<file path="src/sv/hbt_pkg.sv">
// Package for the hypercube broadcast tree peer lister.
// Types, microcode table and Gray-code helper; no dependencies.
package hbt_pkg;

    localparam int MAX_ORDER = 8;
    localparam int RANK_W    = 8;
    localparam int CNT_W     = 9;
    localparam int ORDER_CAP = (MAX_ORDER > RANK_W) ? RANK_W : MAX_ORDER;
    localparam int ORDER_W   = $clog2(ORDER_CAP + 1);
    localparam int KIDX_W    = $clog2(RANK_W);

    localparam logic [CNT_W-1:0] COUNT_LIMIT = CNT_W'(1) << ORDER_CAP;
    localparam logic [CNT_W-1:0] COUNT_RST   = CNT_W'(8);

    typedef enum logic [1:0] {
        KIND_PARENT = 2'd0,
        KIND_CHILD  = 2'd1,
        KIND_ROOT   = 2'd2,
        KIND_RANGE  = 2'd3
    } kind_t;

    typedef enum logic [1:0] {
        STEP_WAIT  = 2'd0,
        STEP_PREP  = 2'd1,
        STEP_HEAD  = 2'd2,
        STEP_CHILD = 2'd3
    } step_t;

    typedef enum logic [1:0] {
        COND_ALWAYS     = 2'd0,
        COND_IN_VALID   = 2'd1,
        COND_HEAD_LAST  = 2'd2,
        COND_CHILD_LAST = 2'd3
    } cond_t;

    typedef struct packed {
        logic  accept;
        logic  prep;
        logic  emit_head;
        logic  emit_child;
        cond_t cond;
        step_t jmp_true;
        step_t jmp_false;
    } uword_t;

    typedef struct packed {
        logic load_q;
        logic prep;
        logic emit_head;
        logic emit_child;
    } ctrl_t;

    typedef struct packed {
        logic head_last;
        logic child_last;
    } stat_t;

    typedef struct packed {
        kind_t             kind;
        logic [RANK_W-1:0] rank;
        logic              last;
    } res_t;

    function automatic uword_t ucode(input step_t s);
        uword_t w;
        w = '{accept: 1'b0, prep: 1'b0, emit_head: 1'b0, emit_child: 1'b0,
              cond: COND_ALWAYS, jmp_true: STEP_WAIT, jmp_false: STEP_WAIT};
        case (s)
            STEP_WAIT:
            begin
                w.accept    = 1'b1;
                w.cond      = COND_IN_VALID;
                w.jmp_true  = STEP_PREP;
                w.jmp_false = STEP_WAIT;
            end
            STEP_PREP:
            begin
                w.prep      = 1'b1;
                w.cond      = COND_ALWAYS;
                w.jmp_true  = STEP_HEAD;
                w.jmp_false = STEP_HEAD;
            end
            STEP_HEAD:
            begin
                w.emit_head = 1'b1;
                w.cond      = COND_HEAD_LAST;
                w.jmp_true  = STEP_WAIT;
                w.jmp_false = STEP_CHILD;
            end
            STEP_CHILD:
            begin
                w.emit_child = 1'b1;
                w.cond       = COND_CHILD_LAST;
                w.jmp_true   = STEP_WAIT;
                w.jmp_false  = STEP_CHILD;
            end
            default:
            begin
                w.cond = COND_ALWAYS;
            end
        endcase
        return w;
    endfunction

    function automatic logic [RANK_W-1:0] gray_dec(input logic [RANK_W-1:0] g);
        logic [RANK_W-1:0] r;
        r[RANK_W-1] = g[RANK_W-1];
        for (int i = RANK_W - 2; i >= 0; i--)
        begin
            r[i] = r[i+1] ^ g[i];
        end
        return r;
    endfunction

endpackage

</file>
<file path="src/sv/hbt_seq.sv">
// Microcode sequencer: step counter, control ROM lookup, conditional jumps.
// Depends on hbt_pkg.
module hbt_seq (
    input  logic          clk,
    input  logic          rst_n,
    input  logic          in_valid,
    input  logic          slot_free,
    input  hbt_pkg::stat_t stat,
    output logic          in_ready,
    output hbt_pkg::ctrl_t ctrl
);
    import hbt_pkg::*;

    step_t  step_reg, step_next;
    uword_t w;
    logic   cond_ok;
    logic   emit_wait;

    always_ff @(posedge clk or negedge rst_n)
    begin
        if (!rst_n)
            step_reg <= STEP_WAIT;
        else
            step_reg <= step_next;
    end

    always_comb
    begin
        w = ucode(step_reg);
        case (w.cond)
            COND_ALWAYS:     cond_ok = 1'b1;
            COND_IN_VALID:   cond_ok = in_valid;
            COND_HEAD_LAST:  cond_ok = stat.head_last;
            COND_CHILD_LAST: cond_ok = stat.child_last;
            default:         cond_ok = 1'b1;
        endcase
        emit_wait = (w.emit_head | w.emit_child) & ~slot_free;
        if (emit_wait)
            step_next = step_reg;
        else if (cond_ok)
            step_next = w.jmp_true;
        else
            step_next = w.jmp_false;

        in_ready        = w.accept;
        ctrl.load_q     = w.accept & in_valid;
        ctrl.prep       = w.prep;
        ctrl.emit_head  = w.emit_head & slot_free;
        ctrl.emit_child = w.emit_child & slot_free;
    end

endmodule

</file>
<file path="src/sv/hbt_datapath.sv">
// Datapath: Gray code, parent, cube order and child mask; one result per emit.
// Depends on hbt_pkg.
module hbt_datapath (
    input  logic                       clk,
    input  logic [hbt_pkg::CNT_W-1:0]  node_count,
    input  logic [hbt_pkg::RANK_W-1:0] query_rank,
    input  hbt_pkg::ctrl_t             ctrl,
    output hbt_pkg::stat_t             stat,
    output hbt_pkg::res_t              res
);
    import hbt_pkg::*;

    logic [RANK_W-1:0] rank_reg;
    logic [RANK_W-1:0] g_reg, g_next;
    logic              oor_reg, oor_next;
    logic              root_reg, root_next;
    logic [RANK_W-1:0] par_reg, par_next;
    logic [RANK_W-1:0] mask_reg, mask_next;

    logic [CNT_W-1:0]   count;
    logic [ORDER_W-1:0] order;
    logic [ORDER_W-1:0] low;
    logic [RANK_W-1:0]  cand;
    logic [KIDX_W-1:0]  kidx;
    logic [RANK_W-1:0]  mask_left;
    logic [RANK_W-1:0]  child;

    always_ff @(posedge clk)
    begin
        if (ctrl.load_q)
            rank_reg <= query_rank;
        if (ctrl.prep)
        begin
            g_reg    <= g_next;
            oor_reg  <= oor_next;
            root_reg <= root_next;
            par_reg  <= par_next;
        end
        if (ctrl.prep || ctrl.emit_child)
            mask_reg <= mask_next;
    end

    // setup for one query
    always_comb
    begin
        count     = (node_count > COUNT_LIMIT) ? COUNT_LIMIT : node_count;
        oor_next  = {1'b0, rank_reg} >= count;
        g_next    = rank_reg ^ (rank_reg >> 1);
        root_next = (g_next == '0);
        par_next  = gray_dec(g_next & (g_next - RANK_W'(1)));

        order = ORDER_W'(ORDER_CAP);
        for (int o = ORDER_CAP - 1; o >= 0; o--)
        begin
            if ((CNT_W'(1) << o) >= count)
                order = ORDER_W'(o);
        end

        low = order;
        for (int k = RANK_W - 1; k >= 0; k--)
        begin
            if (g_next[k])
                low = ORDER_W'(k);
        end

        for (int k = 0; k < RANK_W; k++)
        begin
            cand = gray_dec(g_next | (RANK_W'(1) << k));
            mask_next[k] = (ORDER_W'(k) < low) && ({1'b0, cand} < count) && !oor_next;
        end

        // highest pending child
        kidx = '0;
        for (int k = 0; k < RANK_W; k++)
        begin
            if (mask_reg[k])
                kidx = KIDX_W'(k);
        end
        mask_left = mask_reg & ~(RANK_W'(1) << kidx);
        child     = gray_dec(g_reg | (RANK_W'(1) << kidx));
        if (ctrl.emit_child)
            mask_next = mask_left;

        stat.head_last  = oor_reg | (mask_reg == '0);
        stat.child_last = (mask_left == '0);

        if (ctrl.emit_child)
            res = '{kind: KIND_CHILD, rank: child, last: stat.child_last};
        else if (oor_reg)
            res = '{kind: KIND_RANGE, rank: '0, last: 1'b1};
        else if (root_reg)
            res = '{kind: KIND_ROOT, rank: '0, last: stat.head_last};
        else
            res = '{kind: KIND_PARENT, rank: par_reg, last: stat.head_last};
    end

endmodule

</file>
<file path="src/sv/hypercube_broadcast_tree_peers_core.sv">
// Hypercube binomial broadcast tree peer lister, top level.
// The accept step registers the query, the setup step the Gray code, parent and mask, and each
// emit step one result, waiting while the output is stalled; one result per cycle otherwise.
// A query with n results (1 to 9) takes the accept step, one setup step and n emit steps.
// Reset: node_count = 8, sequencer at its wait step, output register empty.
module hypercube_broadcast_tree_peers_core (
    input  logic                       clk,
    input  logic                       rst_n,
    input  logic                       cfg_wr_en,
    input  logic [hbt_pkg::CNT_W-1:0]  cfg_wr_data,
    input  logic                       in_valid,
    output logic                       in_ready,
    input  logic [hbt_pkg::RANK_W-1:0] query_rank,
    output logic                       out_valid,
    input  logic                       out_ready,
    output logic [1:0]                 peer_kind,
    output logic [hbt_pkg::RANK_W-1:0] peer_rank,
    output logic                       last
);
    import hbt_pkg::*;

    logic [CNT_W-1:0] count_reg;
    logic             out_valid_reg, out_valid_next;
    res_t             out_reg;
    logic             slot_free;
    ctrl_t            ctrl;
    stat_t            stat;
    res_t             res;

    assign slot_free = ~out_valid_reg | out_ready;

    hbt_seq u_seq (
        .clk       (clk),
        .rst_n     (rst_n),
        .in_valid  (in_valid),
        .slot_free (slot_free),
        .stat      (stat),
        .in_ready  (in_ready),
        .ctrl      (ctrl)
    );

    hbt_datapath u_dp (
        .clk        (clk),
        .node_count (count_reg),
        .query_rank (query_rank),
        .ctrl       (ctrl),
        .stat       (stat),
        .res        (res)
    );

    always_comb
    begin
        if (ctrl.emit_head || ctrl.emit_child)
            out_valid_next = 1'b1;
        else if (out_ready)
            out_valid_next = 1'b0;
        else
            out_valid_next = out_valid_reg;
    end

    always_ff @(posedge clk or negedge rst_n)
    begin
        if (!rst_n)
        begin
            count_reg     <= COUNT_RST;
            out_valid_reg <= 1'b0;
        end
        else
        begin
            if (cfg_wr_en)
                count_reg <= cfg_wr_data;
            out_valid_reg <= out_valid_next;
        end
    end

    always_ff @(posedge clk)
    begin
        if (ctrl.emit_head || ctrl.emit_child)
            out_reg <= res;
    end

    assign out_valid = out_valid_reg;
    assign peer_kind = out_reg.kind;
    assign peer_rank = out_reg.rank;
    assign last      = out_reg.last;

endmodule

</file>
<file path="config.mk">
export PLATFORM = sky130hd
export DESIGN_NAME = hypercube_broadcast_tree_peers_core
export DESIGN_NICKNAME = d
export VERILOG_FILES = /design/src/sv/hbt_pkg.sv /design/src/sv/hbt_seq.sv /design/src/sv/hbt_datapath.sv /design/src/sv/hypercube_broadcast_tree_peers_core.sv
export SDC_FILE = /design/constraint.sdc
export NUM_CORES = 1
export LEC_CHECK = 0
export ABC_AREA = 1
export BUFFER_PORTS_ARGS = -buffer_cell sky130_fd_sc_hd__clkbuf_2
export CORE_MARGIN = 2
export CORE_UTILIZATION = 30
export DETAILED_ROUTE_END_ITERATION = 8
export PLACE_DENSITY = 0.46
export SYNTH_ARGS = -nofsm -noshare
export SYNTH_HDL_FRONTEND = slang
export SYNTH_SLANG_ARGS = --single-unit
</file>
<file path="constraint.sdc">
create_clock -name clk -period 3.7 [get_ports clk]
set_clock_uncertainty 0.2 [all_clocks]
set_input_delay 0.74 -clock clk [delete_from_list [all_inputs] [get_ports clk]]
set_output_delay 0.74 -clock clk [all_outputs]
set_load 0.01 [all_outputs]
</file>
==> results.toml <==
[route]
drt-wirelength-per-cell_um = 14.7
drt_pass1_iterations = 5
drt_first_iter_violations = 239
routed_wirelength_mm = 11.9
vias_per_inst = 4.83
drc = 0
route.antenna.remaining_nets = 0
routed-via-count = 3922

[global_routing]
grt_overflow = 0
grt_max_degree = 19
number_of_antenna_violations_at_the_first_check_in_global_routing = 0
grt_first_pass_wirelength_mm = 19.8
number_of_global_route_vias_before_repair = 3859
grt.total_usage_pct = 15.6

[pwr]
reported_leakage_power_nw = 2.45
vdd.ir_drop.worst_v = 0.000218
finalPower_mw = 2.43
p_per_area_nw_per_um2 = 469

[placement]
place.gp.congestion = 0.847
placement.io_buffers = 34
pre_cts_slack_ns = 0.347
detailed_place_hpwl_mm = 9.55

[logic_synthesis]
syn_area_per_cell_sq_um = 7.88
synth_top_flop_cell = "edfxtp_1"
postSynthRegisterBits = 56
seq_area_frac_synth_pct = 35.8
yosys_warnings = 0
syn_nets = 641
netlist_area_sq_um = 4540
distinct_cell_type_count_of_the_synthesized_netlist = 37
synth_enable_flop_cells = 44
postSynthCellCount = 576
async_set_reset_flop_share_out_of_synthesis_pct = 21.4

[timing]
rsz0062_at_grt = "yes"
finalSetupViolations = 0
final.setup.tns_ns = 0
max-slew-margin-rel_pct = 39.0
maxSlewViolCount = 0
post-route-min-period_ns = 3.38
post-route-period-util_pct = 91.4
tightest_slew_ns = 0.912
timing.fmax_mhz = 296
setup_slack_ns = 0.318
timing_hold_violations_final = 0

[layout]
largest_reg_flops = 9
layout-drive-gt1-share_pct = 15.8
n_antenna_cell = 0
design.final.nets = 692
most-common-layout-cells = "nand2_1, inv_1, nand3_1, nor2_1, edfxtp_1"
flow.area_growth_from_synthesis_pct = 14.4
final_common_cell = "nand2_1"

[setup_path]
crit_chain = "inv_1 -> ha_1 -> nor2_1 -> inv_2 -> nand2_1 -> nand2_2 -> nand2_4 -> xor2_2 -> xor2_1 -> xor2_1 -> ha_1 -> nand2_1 -> a31oi_1 -> a211oi_1 -> nand4_1 -> nand2_1"
crit_path_start_kind = "flop"
worst-path-max-fanout = 5
r2r_slack_ns = 0.32
r2r-start = "u_dp.rank_reg[6]$_DFFE_PP_"
worst-endpoint-required_ns = 3.58
path_delay_family = "simple AND/OR/NAND/NOR gates"
worst_stage_delay_on_the_critical_path_ns = 0.42
cp.buffers_inverters = 2
arrival_ns = 3.26
crit-reg2reg-capture = "u_dp.mask_reg[5]$_DFFE_PP_"
nature_of_the_critical_path_endpoint = "flop"
critical_path_class = "flop to flop"
slowest_stage = "edfxtp_1"
critPathMostFrequentCell = "nand2_1"
timing.reg2reg.worst_path_depth = 16

[floorplan]
io_pins = 35
placementRows = 44
dieHeight_um = 127
design.die.area_sq_um = 16100
die_w_um = 127
floorplan.initialDensity_pct = 31.0
floorplan.core_area_sq_um = 14600

[clocking]
hold_buffers = 0
clock_latency_ns = 0.31
htree_num_levels = 2
max-clock-path-buffers = 2
post_cts.resized_instances = 0
clock-root-buffer = "clkbuf_16"
cts.sink_count = 56
cts.reportedPaths.clkPinSlew_ns = 0.08
cts_made_buffers = 5
cts_tree = "built"

[status]
status = "finished, final reports clean"

[worst_hold_path]
hold_path_class = "input pin to async pin"

[job]
maxCapViolations = 0
==> worst register-to-register path: cells and delay by family (launching register included) <==
kind | cells | cell delay [ns]
adder cells (fa/ha/maj) | 2 | 0.54
flip-flops | 1 | 0.42
XOR/XNOR | 3 | 0.73
AND/OR/NAND/NOR | 7 | 0.84
buffers and inverters | 2 | 0.14
AO/OA/AOI/OAI | 2 | 0.29
==> metal layers <==
layer  GRT usage [%]  vias up  part of all wire [%]
met4            5.24        0                   2.3
met2            25.8       95                    46
met3            2.43       18                   4.0
li1                -     2020                     -
met5               0        -                     0
met1            20.9     1789                    48
==> cells by family after synthesis <==
logic type / share of synthesized area (%)
buffers and inverters: 6.73
and+or+nand+nor: 27.1
adders and majority gates: 11.9
xor gates and xnor gates: 8.74
AOI/OAI and AO/OA: 9.76
DFF: 35.8
==> power by group <==
part / total (mW) / switching [mW] / internal, mW
Clock: 0.507 / 0.253 / 0.253
Sequential: 0.944 / 0.0731 / 0.871
Combinational: 0.983 / 0.643 / 0.340
==> layout make-up <==
cell class              count  area, sq um
well taps                 184          230
clock inverters             3         23.8
multi-input cells         439         2610
inverters                  73          274
repair buffers             52          305
clock buffers               5          125
fillers                  1519         9450
flip-flops and latches     56         1620
==> worst max path at each step <==
stage | start | endpoint | slack, ns | cells after the start
6_report | u_dp.rank_reg[6]$_DFFE_PP_ | u_dp.mask_reg[5]$_DFFE_PP_ | 0.32 | 16
5_1_grt | u_dp.rank_reg[5]$_DFFE_PP_ | u_dp.mask_reg[6]$_DFFE_PP_ | -0.01 | 19
4_1_cts | u_dp.rank_reg[6]$_DFFE_PP_ | u_dp.mask_reg[1]$_DFFE_PP_ | 0.32 | 19
3_5_place_dp | u_dp.rank_reg[6]$_DFFE_PP_ | u_dp.mask_reg[1]$_DFFE_PP_ | 0.35 | 19
3_3_place_gp | u_dp.rank_reg[5]$_DFFE_PP_ | u_dp.mask_reg[6]$_DFFE_PP_ | 0.39 | 19
2_1_floorplan | u_dp.rank_reg[7]$_DFFE_PP_ | u_dp.mask_reg[1]$_DFFE_PP_ | 0.39 | 20
==> stage by stage <==
step	area [sq um]	hold slack, ns	util (%)	instances
5_1_grt	5190	0.135	35.4	812
6_report	5190	0.113	35.4	812
3_5_place_dp	5030	0.323	34.4	803
2_1_floorplan	4540	0.244	-	576
4_1_cts	5180	0.110	35.4	811
3_3_place_gp	5030	0.318	34.4	803
==> what timing repair did <==
item | 4_1_cts | 5_1_grt
hold endpoints to repair | 0 | 0
endpoints found under the setup margin | 0 | 2
buffers inserted | 0 | 1
==> cell usage after synthesis, drive strengths merged (2+ instances only) <==
cell type | count | area (sq um)
ha | 43 | 538
xor2 | 20 | 265
nand4 | 9 | 56.3
nor3 | 10 | 50.1
a21oi | 26 | 141
o22ai | 2 | 12.5
clkbuf | 7 | 26.3
nand3 | 50 | 250
a31oi | 6 | 37.5
inv | 73 | 274
nand2 | 162 | 646
nor2 | 51 | 196
edfxtp | 44 | 1320
o21ai | 39 | 199
or2 | 2 | 12.5
o211ai | 3 | 22.5
dfrtp | 11 | 275
nor4 | 2 | 12.5
xnor2 | 9 | 131
Power figures use the tool's default switching activity.
